**src/hw/rtl/jsf_pkg.sv**
```systemverilog
// Shared constants and types for the joystick smoothing filter.
// No dependencies; used by the top level and its port checker.
package jsf_pkg;

	localparam int AXIS_W     = 10;
	localparam int LEVEL_W    = 9;
	localparam int SLEW_W     = 10;
	localparam int TDATA_W    = 24;
	localparam int CFG_ADDR_W = 2;
	localparam int CFG_DATA_W = 10;

	localparam logic [SLEW_W-1:0]  SLEW_RST  = 10'd64;
	localparam logic [LEVEL_W-1:0] LEAVE_RST = 9'd77;
	localparam logic [LEVEL_W-1:0] ENTER_RST = 9'd41;

	typedef enum logic [CFG_ADDR_W-1:0] {
		REG_SLEW_LIMIT  = 2'd0,
		REG_LEAVE_LEVEL = 2'd1,
		REG_ENTER_LEVEL = 2'd2
	} cfg_reg_t;

	typedef logic signed [AXIS_W-1:0] axis_t;

endpackage

```
**src/hw/rtl/joystick_smoothing_filter.sv**
```systemverilog
// Joystick smoothing filter: moving average, slew limit and zero lock with hysteresis.
// Depends on jsf_pkg. Sample history is kept in an internal synchronous memory.
//
// Usage:
//   s_tdata carries one raw sample pair per beat; m_tdata returns one filtered pair per
//   input beat, in order. Configuration (slew_limit, leave_level, enter_level) is written
//   through cfg_we/cfg_addr/cfg_wdata while no sample is in flight.
//   Pipeline: a sample accepted at one clock edge passes through the history read, running
//   sum update, divide multiply and slew/lock stages in turn before it shows on m_tvalid.
//   Throughput: one sample per cycle while the output is not stalled. The history
//   memory is read at the accept edge and written back as the sample leaves the first
//   stage; a write to the slot being read is forwarded. The slew and lock state closes
//   its loop within the last stage, so consecutive samples need no gap.
//   Stall: each stage advances when the next one is empty or moving, so bubbles are
//   squeezed out; s_tready drops only when all four stages hold a sample and m_tready
//   is low. A held output beat keeps its data.
//   Reset: arst_n clears the history (per-entry valid bits), the running sums, the slew
//   reference, sets both axes locked and restores the register defaults.
module joystick_smoothing_filter #(
	parameter int WINDOW = 8
) (
	input  logic                              clk,
	input  logic                              arst_n,
	input  logic                              s_tvalid,
	output logic                              s_tready,
	input  logic [jsf_pkg::TDATA_W-1:0]       s_tdata,   // raw_x[9:0], raw_y[19:10], zero pad
	output logic                              m_tvalid,
	input  logic                              m_tready,
	output logic [jsf_pkg::TDATA_W-1:0]       m_tdata,   // smooth_x[9:0], smooth_y[19:10], zero pad
	input  logic                              cfg_we,
	input  logic [jsf_pkg::CFG_ADDR_W-1:0]    cfg_addr,
	input  logic [jsf_pkg::CFG_DATA_W-1:0]    cfg_wdata
);

	localparam int AW      = jsf_pkg::AXIS_W;
	localparam int SLOT_W  = (WINDOW > 1) ? $clog2(WINDOW) : 1;
	localparam int LOG_W   = $clog2(WINDOW);
	localparam int SUM_W   = AW + LOG_W;
	// Exact floor division by WINDOW for magnitudes below 2**SUM_W
	localparam int SH      = SUM_W + LOG_W;
	localparam int RECIP_W = SH + 1;
	localparam int RECIP   = ((1 << SH) + WINDOW - 1) / WINDOW;
	localparam int PROD_W  = SUM_W + RECIP_W;
	localparam logic [RECIP_W-1:0] RECIP_V = RECIP_W'(RECIP);
	localparam logic [SLOT_W-1:0]  SLOT_LAST = SLOT_W'(WINDOW - 1);

	// configuration
	logic [jsf_pkg::SLEW_W-1:0]  slew_q;
	logic [jsf_pkg::LEVEL_W-1:0] leave_q;
	logic [jsf_pkg::LEVEL_W-1:0] enter_q;

	// handshake and stage control
	logic vld_s1, vld_s2, vld_s3, out_vld_q;
	logic adv2, adv3, advo;
	logic acc, mv2, mv_o;

	// history memory: {raw_y, raw_x}
	logic [2*AW-1:0]   hist_mem [WINDOW];
	logic [WINDOW-1:0] hist_vld_q;
	logic [SLOT_W-1:0] slot_q;
	logic [SLOT_W-1:0] slot_s1;
	logic [2*AW-1:0]   raw_s1;
	logic [2*AW-1:0]   rd_data_s1;
	logic              rd_live_s1;
	logic              fwd_hit;
	logic              rd_live;

	// per-axis datapath
	logic signed [SUM_W-1:0]  sum_q   [2];
	logic signed [SUM_W-1:0]  sum_nx  [2];
	logic signed [SUM_W-1:0]  sum_s2  [2];
	logic [SUM_W-1:0]         mag_s2c [2];
	logic [PROD_W-1:0]        prod_s3 [2];
	logic                     neg_s3  [2];
	jsf_pkg::axis_t           last_q  [2];
	logic                     lock_q  [2];
	jsf_pkg::axis_t           val_nx  [2];
	logic                     lock_nx [2];
	jsf_pkg::axis_t           out_q   [2];

	assign advo     = !out_vld_q || m_tready;
	assign adv3     = !vld_s3 || advo;
	assign adv2     = !vld_s2 || adv3;
	assign s_tready = !vld_s1 || adv2;
	assign acc      = s_tvalid && s_tready;
	assign mv2      = vld_s1 && adv2;
	assign mv_o     = vld_s3 && advo;

	assign fwd_hit = mv2 && (slot_s1 == slot_q);
	assign rd_live = fwd_hit || hist_vld_q[slot_q];

	always_ff @(posedge clk or negedge arst_n) begin
		if (!arst_n) begin
			slew_q  <= jsf_pkg::SLEW_RST;
			leave_q <= jsf_pkg::LEAVE_RST;
			enter_q <= jsf_pkg::ENTER_RST;
		end else if (cfg_we) begin
			case (jsf_pkg::cfg_reg_t'(cfg_addr))
				jsf_pkg::REG_SLEW_LIMIT:  slew_q  <= cfg_wdata;
				jsf_pkg::REG_LEAVE_LEVEL: leave_q <= cfg_wdata[jsf_pkg::LEVEL_W-1:0];
				jsf_pkg::REG_ENTER_LEVEL: enter_q <= cfg_wdata[jsf_pkg::LEVEL_W-1:0];
				default: ;
			endcase
		end
	end

	always_ff @(posedge clk or negedge arst_n) begin
		if (!arst_n) begin
			vld_s1     <= 1'b0;
			vld_s2     <= 1'b0;
			vld_s3     <= 1'b0;
			out_vld_q  <= 1'b0;
			slot_q     <= '0;
			hist_vld_q <= '0;
		end else begin
			if (s_tready) vld_s1    <= s_tvalid;
			if (adv2)     vld_s2    <= vld_s1;
			if (adv3)     vld_s3    <= vld_s2;
			if (advo)     out_vld_q <= vld_s3;
			if (acc) begin
				slot_q <= (slot_q == SLOT_LAST) ? '0 : slot_q + SLOT_W'(1);
			end
			if (mv2) hist_vld_q[slot_s1] <= 1'b1;
		end
	end

	// history read at accept, write back as the sample leaves the first stage
	always_ff @(posedge clk) begin
		if (acc) begin
			rd_data_s1 <= fwd_hit ? raw_s1 : hist_mem[slot_q];
			rd_live_s1 <= rd_live;
			raw_s1     <= s_tdata[2*AW-1:0];
			slot_s1    <= slot_q;
		end
		if (mv2) hist_mem[slot_s1] <= raw_s1;
	end

	for (genvar a = 0; a < 2; a++) begin : g_axis
		jsf_pkg::axis_t          raw_a, old_a, val_a, quo_abs;
		logic [AW-1:0]           quo;
		logic signed [AW:0]      avg;
		logic signed [AW+1:0]    dlt, dlt_c, lim, val_w;
		logic [AW-1:0]           mag;

		assign raw_a = raw_s1[a*AW +: AW];
		assign old_a = rd_live_s1 ? rd_data_s1[a*AW +: AW] : '0;
		assign sum_nx[a] = sum_q[a] - SUM_W'(old_a) + SUM_W'(raw_a);
		assign mag_s2c[a] = sum_s2[a][SUM_W-1] ? SUM_W'(-sum_s2[a]) : SUM_W'(sum_s2[a]);

		// truncating quotient, sign restored afterwards
		assign quo   = prod_s3[a][SH +: AW];
		assign avg   = neg_s3[a] ? -$signed({1'b0, quo}) : $signed({1'b0, quo});
		assign lim   = $signed({2'b00, slew_q});
		assign dlt   = (AW+2)'(avg) - (AW+2)'(last_q[a]);
		assign dlt_c = (dlt > lim) ? lim : ((dlt < -lim) ? -lim : dlt);
		assign val_w = (AW+2)'(last_q[a]) + dlt_c;
		assign val_a = val_w[AW-1:0];
		assign quo_abs = -val_a;
		assign mag   = val_a[AW-1] ? quo_abs : val_a;

		always_comb begin
			val_nx[a]  = val_a;
			lock_nx[a] = lock_q[a];
			if (lock_q[a]) begin
				if (mag > {1'b0, leave_q}) lock_nx[a] = 1'b0;
				else                       val_nx[a]  = '0;
			end else if (mag < {1'b0, enter_q}) begin
				lock_nx[a] = 1'b1;
				val_nx[a]  = '0;
			end
		end

		always_ff @(posedge clk or negedge arst_n) begin
			if (!arst_n) begin
				sum_q[a]  <= '0;
				last_q[a] <= '0;
				lock_q[a] <= 1'b1;
			end else begin
				if (mv2) sum_q[a] <= sum_nx[a];
				if (mv_o) begin
					last_q[a] <= val_nx[a];
					lock_q[a] <= lock_nx[a];
				end
			end
		end

		always_ff @(posedge clk) begin
			if (adv2) sum_s2[a] <= sum_nx[a];
			if (adv3) begin
				prod_s3[a] <= PROD_W'(mag_s2c[a]) * PROD_W'(RECIP_V);
				neg_s3[a]  <= sum_s2[a][SUM_W-1];
			end
			if (mv_o) out_q[a] <= val_nx[a];
		end
	end

	assign m_tvalid = out_vld_q;
	assign m_tdata  = {(jsf_pkg::TDATA_W - 2*AW)'(0), out_q[1], out_q[0]};

endmodule

```
**config.mk**
```make
export PLATFORM = sky130hd
export DESIGN_NAME = joystick_smoothing_filter
export DESIGN_NICKNAME = d
export VERILOG_FILES = /design/src/hw/rtl/jsf_pkg.sv /design/src/hw/rtl/joystick_smoothing_filter.sv
export SDC_FILE = /design/constraint.sdc
export NUM_CORES = 1
export LEC_CHECK = 0
export ABC_CLOCK_PERIOD_IN_PS = 9290
export BUFFER_PORTS_ARGS = -buffer_cell sky130_fd_sc_hd__buf_2
export CAP_MARGIN = 20
export CORE_MARGIN = 2
export CORE_UTILIZATION = 29
export DETAILED_ROUTE_END_ITERATION = 8
export PLACE_DENSITY_LB_ADDON = 0.3
export SLEW_MARGIN = 20
export SYNTH_ARGS = -nofsm -noshare
export SYNTH_HDL_FRONTEND = slang
export SYNTH_SLANG_ARGS = --single-unit
```
**constraint.sdc**
```tcl
create_clock -name clk -period 9.29 [get_ports clk]
set_input_delay 0.4645 -clock clk [delete_from_list [all_inputs] [get_ports clk]]
set_output_delay 0.4645 -clock clk [all_outputs]
set_load 0.01 [all_outputs]
```
==> results.toml, run 1 <==
[drt]
detailed_route_drc_error_count = 0
first_iter_violations = 795
detail-route-antenna-nets = 0
wl_per_cell_um = 16.9
viasPerCell = 4.75
routed-via-count = 13400
drtPass1Iterations = 5
route.final.wire_length_um = 47700

[worst_setup_path]
timing.critical_path.mode_cell = "ha_1"
regToRegStartpoint = "prod_s3[0][3]$_DFFE_PP_"
timing.critical_path.max_delay_family = "compound AO/OA/AOI/OAI gates"
largest_stage_delay_on_the_critical_path_ns = 0.40
critPathMaxFanout = 12
crit_path_buffers_inverters = 6
cp-end-kind = "flip-flop"
worst-setup-path-type = "reg -> reg"
cp.arrival_ns = 9.05
cp.required_ns = 9.58
crit_path_start_kind = "flip-flop"
critical-path-slowest-cell = "or3_1"
crit_path_start = "prod_s3[0][3]$_DFFE_PP_"

[clocking]
clk-insertion-delay-late_ns = 0.59
cts_buffers = 41
cts_num_sinks = 363
cts_max_level = 2
tritoncts = "built"
clockRootBuffer = "clkbuf_16"
clkSlewWorstSetupHoldPaths_ns = 0.06
cts_buffer_depth = 3

[sta]
period_minus_slack_ns = 8.75
maxSlewViolCount = 0
worst_slew_margin_rel_pct = 35.1
setup-violations-final = 0
timing.final.crit_share_pct = 94.2
worst-slew-pin-transition_ns = 0.968
finalClockSkew_ns = 0.0378
maxClockFrequency_mhz = 114
timing.final.hold_violations = 0

[placement]
routabilityCongestion = 0.855
io_buffers = 58
dpl.hpwl_um = 33700
detailed_place.area_um2 = 22300
dp.cells = 2738

[synth]
proportion_of_register_bits_with_asynchronous_set_or_reset_after_synthesis_pct = 25.1
number_of_synthesized_register_bits = 363
synth.avg_cell_area_um2 = 11.8
synth_enable_flop_cells = 272
yosysTopAreaCell = "edfxtp_1"
seq_area_frac_synth_pct = 50.4
synthesis.area_um2 = 20700
yosysUniqueCellTypes = 85
synthFlopType = "edfxtp_1"
post_synth_inst_count = 1752
ys.warnings.count = 0
post-synth-top-area-fraction_pct = 39.4
yosys-top-cells-area = "edfxtp_1 39%, dfrtp_1 9.8%, ha_1 9.3%, mux4_2 4.6%, xnor2_1 3.7%"

[final_layout]
n_fill_cell = 7122
syn2layout_area_growth_pct = 14.9
final_area_um2 = 23800
instances_no_fill = 2825
finish.net_count = 2064
post_route_cells_drive_above_1_share_pct = 16.5

[floorplanning]
initial_core_util_pct = 29.2
die_area_um2 = 73700
rows = 98
die_h_um = 271
dieWidth_um = 271
core_region_area_um2 = 71100
num_io_pins = 67

[status]
result_of_the_run = "finished clean"

[grt]
gr-usage-all-layers_pct = 12.9
initial_antenna_violation_count = 3
gr-total-overflow = 0
wire_length_of_the_first_global_routing_pass_um = 75900
grt_max_degree = 68
number_of_global_route_vias_before_repair = 13900

[hold_path]
hold_class = "in -> reg"
hold_path_startpoint = "s_tdata[2]"

[flow_run]
timing.max_cap.violations = 0
==> cell type report <==
| class | instances | area [um^2] | area share (%) |
|---|---|---|---|
| Sequential cell | 363 | 10500 | 43.9 |
| Multi-Input combinational cell | 1161 | 9570 | 40.2 |
| Tap cell | 950 | 1190 | 4.99 |
| Clock buffer | 54 | 1130 | 4.72 |
| Inverter | 179 | 672 | 2.82 |
| Timing Repair Buffer | 95 | 593 | 2.49 |
| Clock inverter | 20 | 213 | 0.892 |
| Antenna cell | 3 | 7.51 | 0.0315 |
==> cell families (layout without fill, tap and decap cells) <==
group	Yosys count	count (layout)	synth area share (%)
AOI/OAI and AO/OA	333	333	10.4
and+or+nand+nor	427	427	10.3
muxes	105	105	7.79
buffers and inverters	231	348	4.34
xor gates and xnor gates	110	110	4.74
DFF	363	363	50.4
adders and majority gates	182	182	12.0
other	1	7	0.0181
==> cell usage in the layout, fill, tap and decap left out, drive strengths merged, types with 31 or more instances in the layout <==
master,n
xnor2,89
dfrtp,81
nor2,77
mux2,31
buf,93
mux4,42
mux2i,32
nor3,31
edfxtp,272
a21oi,63
nand2,146
o21ai,117
inv,180
clkbuf,55
ha,154
==> layer usage <==
metal / up-vias / global-route usage (%) / part of all wire, %
met5: - / 0 / 0
met4: 0 / 4.29 / 2.4
met3: 69 / 2.06 / 3.9
met2: 242 / 22.2 / 49
met1: 6580 / 16.5 / 45
li1: 6533 / - / -
==> timing repair <==
item                                   CTS  global route
resized for setup                        0            28
setup buffers                            0             8
setup endpoints to repair                0            30
endpoints found under the hold margin   20             0
hold buffers                             1             0
==> metrics by stage <==
| step | TNS (ns) | util (%) | worst slack (ns) | hold slack [ns] |
|---|---|---|---|---|
| 4_1_cts | 0 | 33.2 | 0.0948 | 0.0198 |
| 6_report | 0 | 33.5 | 0.539 | 0.0490 |
| 5_1_grt | -0.212 | 33.5 | -0.0400 | 0.0276 |
| 2_1_floorplan | 0 | - | 0.800 | 0.169 |
| 3_3_place_gp | 0 | 31.3 | 0.316 | 0.403 |
| 3_5_place_dp | 0 | 31.3 | 0.169 | 0.414 |
==> worst paths after layout <==
path / end / slack (ns) / cells after the start
setup reg to reg: out_q[0][4]$_DFFE_PP_ / 0.54 / 42
min in group asynchronous: leave_q[8]$_DFFE_PN0P_ / 0.34 / 2
setup / recovery: out_q[0][4]$_DFFE_PP_ / 0.54 / 42
hold / removal: raw_s1[2]$_DFFE_PP_ / 0.05 / 1
max in group asynchronous: slot_q[0]$_DFFE_PN0P_ / 7.61 / 3
hold reg to reg: hist_vld_q[3]$_DFFE_PN0P_ / 0.46 / 1
==> sequential cells by signal, indices dropped and copies added (netlist names), 3 cells and up <==
| name | cells |
|---|---|
| raw_s1 | 20 |
| slot_s1 | 3 |
| slew_q | 10 |
| sum_q | 26 |
| hist_vld_q | 8 |
| out_q | 20 |
| enter_q | 9 |
| hist_mem | 160 |
| sum_s2 | 26 |
| slot_q | 3 |
| prod_s3 | 20 |
| last_q | 20 |
| leave_q | 9 |
| rd_data_s1 | 20 |
==> worst register-to-register path, delay by kind of cell, from the launching register on <==
kind                       cells  cell delay [ns]
AOI/OAI and AO/OA             17             3.36
adders and majority gates      5             1.53
and+or+nand+nor                9             1.29
buffers and inverters          6             0.91
muxes                          3             0.78
DFF                            1             0.37
xor gates and xnor gates       2             0.31
==> Yosys cell counts, types with 5 or more instances <==
master     instances
ha_1             154
a31oi_1           11
clkbuf_1          39
edfxtp_1         272
mux2_2            31
a21o_1            20
a211oi_1           9
nor3b_1            6
buf_1              5
or3_1             14
or2_2             12
or4_1              5
o22ai_1            6
nand2_1          145
o21ai_0          112
fa_1              28
o21a_1            18
nand3_1           23
o31ai_1           27
inv_1            178
xnor2_1           88
nor2_1            77
nand4_1           10
o2111ai_1          7
nor4_1             9
nand2b_1          24
dfrtp_1           81
mux4_2            42
nor3_1            29
and3_1             9
and2_1            26
xor2_1            21
a21oi_1           62
dfstp_2           10
mux2i_1           32
nor2b_1           18
Power of run 1 is not shown: default switching activity piles up to over one toggle a cycle in this logic, so the estimate is an artifact.
==> run 2, diff against run 1 <==
--- a/config.mk
+++ b/config.mk
@@ -7,9 +7,11 @@
 export LEC_CHECK = 0
 export ABC_CLOCK_PERIOD_IN_PS = 9290
 export BUFFER_PORTS_ARGS = -buffer_cell sky130_fd_sc_hd__buf_2
-export CAP_MARGIN = 20
+export CAP_MARGIN = 10
 export CORE_MARGIN = 2
 export CORE_UTILIZATION = 29
+export CTS_BUF_LIST = sky130_fd_sc_hd__clkbuf_8 sky130_fd_sc_hd__clkbuf_16
+export CTS_CLUSTER_SIZE = 8
 export DETAILED_ROUTE_END_ITERATION = 8
 export PLACE_DENSITY_LB_ADDON = 0.3
 export SLEW_MARGIN = 20
==> results.toml, run 2 (synthesis results as in run 1) <==
[status]
result_of_the_run = "finished clean"

[sta]
period_minus_slack_ns = 8.75
timing.final.hold_violations = 0
layout_setup_ws_ns = 0.543
timing.final.crit_share_pct = 94.2
finalClockSkew_ns = 0.0313
maxClockFrequency_mhz = 114
worst_slew_margin_rel_pct = 34.6
setup-violations-final = 0
worst-slew-pin-transition_ns = 0.975
hold_ws_ns = 0.0359
maxSlewViolCount = 0

[floorplanning]
die_h_um = 271
die_area_um2 = 73700
dieWidth_um = 271
initial_core_util_pct = 29.2
rows = 98
num_io_pins = 67
core_region_area_um2 = 71100

[final_layout]
top_regs = "hist_mem x160, sum_q x26, sum_s2 x26"
final_area_um2 = 24100
layout_commonest_cell = "edfxtp_1"
largest-register = "hist_mem"
footprint_of_the_flip_flops_and_latches_um2 = 10500
n_fill_cell = 7095
post_route_cells_drive_above_1_share_pct = 15.7
multi_input_area_um2 = 9560
syn2layout_area_growth_pct = 16.1
instances_no_fill = 2853
finish.net_count = 2080
final_cell_mix = "272 x edfxtp_1, 218 x inv_1, 153 x ha_1, 144 x nand2_1, 110 x o21ai_0"
largest_register_ff_count = 160

[flow_run]
timing.max_cap.violations = 0

[drt]
detail-route-antenna-nets = 0
detailed_route_drc_error_count = 0
viasPerCell = 4.75
route.final.wire_length_um = 48000
first_iter_violations = 806
routed-via-count = 13600
wl_per_cell_um = 16.8
drtPass1Iterations = 5

[grt]
gr-total-overflow = 0
number_of_global_route_vias_before_repair = 14000
grt_max_degree = 68
gr-usage-all-layers_pct = 13.0
initial_antenna_violation_count = 3
wire_length_of_the_first_global_routing_pass_um = 76200

[placement]
place_ws_ns = 0.169
routabilityCongestion = 0.855
detailed_place.area_um2 = 22300
io_buffers = 58
dpl.hpwl_um = 33700
dp.cells = 2738

[worst_setup_path]
crit_path_buffers_inverters = 6
largest_stage_delay_on_the_critical_path_ns = 0.40
timing.critical_path.max_delay_family = "compound AO/OA/AOI/OAI gates"
timing.critical_path.mode_cell = "ha_1"
cp.required_ns = 9.63
crit_path_start_kind = "flip-flop"
rr_worst_depth = 41
timing.critical_path.depth = 41
worst-setup-path-type = "reg -> reg"
critPathMaxFanout = 12
cp-end-kind = "flip-flop"
crit_path_start = "prod_s3[0][3]$_DFFE_PP_"
cp.arrival_ns = 9.08
critical-path-slowest-cell = "or3_1"
regToRegStartpoint = "prod_s3[0][3]$_DFFE_PP_"

[hold_path]
hold_class = "in -> reg"
min_delay_path_depth = 1
hold_path_startpoint = "s_tdata[2]"

[clocking]
clockRootBuffer = "clkbuf_16"
cts_num_sinks = 363
clk-insertion-delay-late_ns = 0.60
cts_buffers = 51
tritoncts = "built"
cts_buffer_depth = 3
clkSlewWorstSetupHoldPaths_ns = 0.06
cts_max_level = 2
run 2: changes by cell type in the layout (fill, tap and decap cells not counted), moves of 3 or more:
cell,change
inv_1,+41
clkbuf_1,-9
clkbuf_16,+9
clkinv_2,-6
dlygate4sd3_1,+6
clkbuf_8,-3
clkinv_1,-3
clkinvlp_4,-3
run 2: what timing repair did:
| item | CTS | global route |
|---|---|---|
| hold endpoints to repair | 26 | 0 |
| buffers inserted | 0 | 8 |
| setup endpoints to repair | 0 | 30 |
| hold buffers | 7 | 0 |
| gates resized for setup | 0 | 26 |
run 2: worst paths after layout:
kind	end	slack, ns
max in group asynchronous	slot_q[0]$_DFFE_PN0P_	7.65
hold / removal	raw_s1[2]$_DFFE_PP_	0.04
setup / recovery	out_q[0][0]$_DFFE_PP_	0.54
hold reg to reg	hist_vld_q[3]$_DFFE_PN0P_	0.46
setup reg to reg	out_q[0][0]$_DFFE_PP_	0.54
min in group asynchronous	leave_q[8]$_DFFE_PN0P_	0.33
run 2: final cells by class:
type / count / area share (%)
Sequential cell: 363 / 43.4
Clock buffer: 51 / 5.30
Tap cell: 950 / 4.94
Antenna cell: 3 / 0.0312
Clock inverter: 45 / 1.03
Timing Repair Buffer: 101 / 2.78
Multi-Input combinational cell: 1161 / 39.7
Inverter: 179 / 2.79
run 2: metrics by stage:
step | utilization (%) | setup TNS (ns)
after global placement | 31.3 | 0
after detailed placement | 31.3 | 0
after global routing | 33.9 | -0.575
after floorplan | - | 0
final | 33.9 | 0
after CTS | 33.6 | 0
run 2: layer usage:
metal,track usage [%],part of all wire [%],up-vias
li1,-,-,6574
met2,22.4,49,257
met3,1.95,3.8,82
met5,0,0,-
met4,4.38,2.5,0
met1,16.6,45,6639
Power of run 2 is left out for the same reason.
==> run 3, diff against run 2 <==
--- a/config.mk
+++ b/config.mk
@@ -13,6 +13,7 @@
 export CTS_BUF_LIST = sky130_fd_sc_hd__clkbuf_8 sky130_fd_sc_hd__clkbuf_16
 export CTS_CLUSTER_SIZE = 8
 export DETAILED_ROUTE_END_ITERATION = 8
+export MAX_ROUTING_LAYER = met4
 export PLACE_DENSITY_LB_ADDON = 0.3
 export SLEW_MARGIN = 20
 export SYNTH_ARGS = -nofsm -noshare
==> results.toml, run 3 (synthesis results as in run 1) <==
[clocking]
clk-insertion-delay-late_ns = 0.62
cts_num_sinks = 363
tritoncts = "built"
cts_buffer_depth = 3
cts_max_level = 2
cts_buffers = 52
clockRootBuffer = "clkbuf_16"
clkSlewWorstSetupHoldPaths_ns = 0.06

[floorplanning]
core_region_area_um2 = 71100
num_io_pins = 67
dieWidth_um = 271
rows = 98
die_h_um = 271
initial_core_util_pct = 29.2
die_area_um2 = 73700

[sta]
period_minus_slack_ns = 8.75
worst-slew-pin-transition_ns = 0.920
maxClockFrequency_mhz = 114
timing.final.hold_violations = 0
finalClockSkew_ns = 0.0570
setup-violations-final = 0
worst_slew_margin_rel_pct = 38.2
maxSlewViolCount = 0
timing.final.crit_share_pct = 94.2
layout_setup_ws_ns = 0.538

[worst_setup_path]
timing.critical_path.max_delay_family = "compound AO/OA/AOI/OAI gates"
crit_path_start_kind = "flip-flop"
critical-path-slowest-cell = "ha_2"
cp.required_ns = 9.62
cp.arrival_ns = 9.08
largest_stage_delay_on_the_critical_path_ns = 0.43
crit_path_buffers_inverters = 6
ff2ff_setup_slack_ns = 0.54
worst-setup-path-type = "reg -> reg"
cp-end-kind = "flip-flop"
timing.critical_path.mode_cell = "ha_1"
critPathMaxFanout = 14

[drt]
detailed_route_drc_error_count = 0
drtPass1Iterations = 8
detail-route-antenna-nets = 0
viasPerCell = 4.72
route.final.wire_length_um = 47400
first_iter_violations = 821
wl_per_cell_um = 16.6
routed-via-count = 13500

[placement]
dpl.hpwl_um = 33400
detailed_place.area_um2 = 22300
place_ws_ns = 0.292
io_buffers = 58
routabilityCongestion = 0.866

[grt]
grt_max_degree = 53
number_of_global_route_vias_before_repair = 14000
gr-total-overflow = 0
gr-usage-all-layers_pct = 13.3
wire_length_of_the_first_global_routing_pass_um = 76100
initial_antenna_violation_count = 2

[final_layout]
footprint_of_the_flip_flops_and_latches_um2 = 10500
largest-register = "hist_mem"
post_route_cells_drive_above_1_share_pct = 15.7
top_regs = "hist_mem x160, sum_q x26, sum_s2 x26"
final_area_um2 = 24100
largest_register_ff_count = 160
multi_input_area_um2 = 9510
syn2layout_area_growth_pct = 16.4
n_fill_cell = 7123
final_cell_mix = "272 x edfxtp_1, 215 x inv_1, 152 x ha_1, 144 x nand2_1, 109 x o21ai_0"
finish.net_count = 2089
layout_commonest_cell = "edfxtp_1"

[hold_path]
hold_class = "in -> reg"

[status]
result_of_the_run = "finished clean"

[flow_run]
timing.max_cap.violations = 0
==> run 3: cell count changes in the layout (fill, tap and decap cells not counted), moves of 2 or more <==
cell,change
xor2_2,-2
clkbuf_16,+2
buf_4,+5
clkinv_2,+2
xor2_1,+2
inv_1,-3
buf_12,-2
dlygate4sd3_1,+5
==> run 3: path summary, 6_finish.rpt <==
kind	depth (start not counted)	end	start
min reg2reg	1	hist_vld_q[1]$_DFFE_PN0P_	hist_vld_q[1]$_DFFE_PN0P_
max	42	out_q[0][0]$_DFFE_PP_	prod_s3[0][3]$_DFFE_PP_
min	1	raw_s1[15]$_DFFE_PP_	s_tdata[15]
max reg2reg	42	out_q[0][0]$_DFFE_PP_	prod_s3[0][3]$_DFFE_PP_
min in group asynchronous	2	enter_q[4]$_DFFE_PN0P_	arst_n
max in group asynchronous	3	slot_q[0]$_DFFE_PN0P_	arst_n
==> run 3: repair_timing <==
action                                  in CTS  in global routing
resized for setup                            0                 20
buffers inserted                             0                  9
hold endpoints to repair                    41                  0
hold buffers                                12                  0
endpoints found under the setup margin       0                 37
==> run 3: final cells by class <==
cell class,instances,area share [%]
multi-input combinational,1161,39.4
inverter,179,2.78
sequential,363,43.3
timing repair buffer,109,2.97
clock buffer,53,5.50
tap,950,4.93
antenna,2,0.0207
clock inverter,44,1.03
==> run 3: layer usage <==
metal / vias to the layer above / share of wire (%) / global-route usage, %
met5: - / 0 / -
met3: 78 / 3.6 / 1.96
met2: 217 / 48 / 22.1
li1: 6576 / - / -
met4: 0 / 2.4 / 4.12
met1: 6620 / 46 / 16.7
==> run 3: worst register-to-register path: cells and delay by family, from the launching register on <==
kind,cells,cell delay [ns]
mux,2,0.40
compound gates,17,3.13
simple gates,11,1.90
buf+inv,6,0.94
fa+ha+maj,5,1.58
xor+xnor,1,0.16
flops,1,0.38
==> run 3: stage by stage <==
stage	hold slack, ns	cells	util [%]	TNS [ns]
finish	0.0384	2861	33.9	0
global placement	0.446	2740	31.3	0
CTS	0.00820	2849	33.7	0
detailed placement	0.451	2740	31.3	0
floorplan	0.169	1755	-	0
global route	0.0152	2861	33.9	-0.130
Power of run 3 is left out for the same reason.
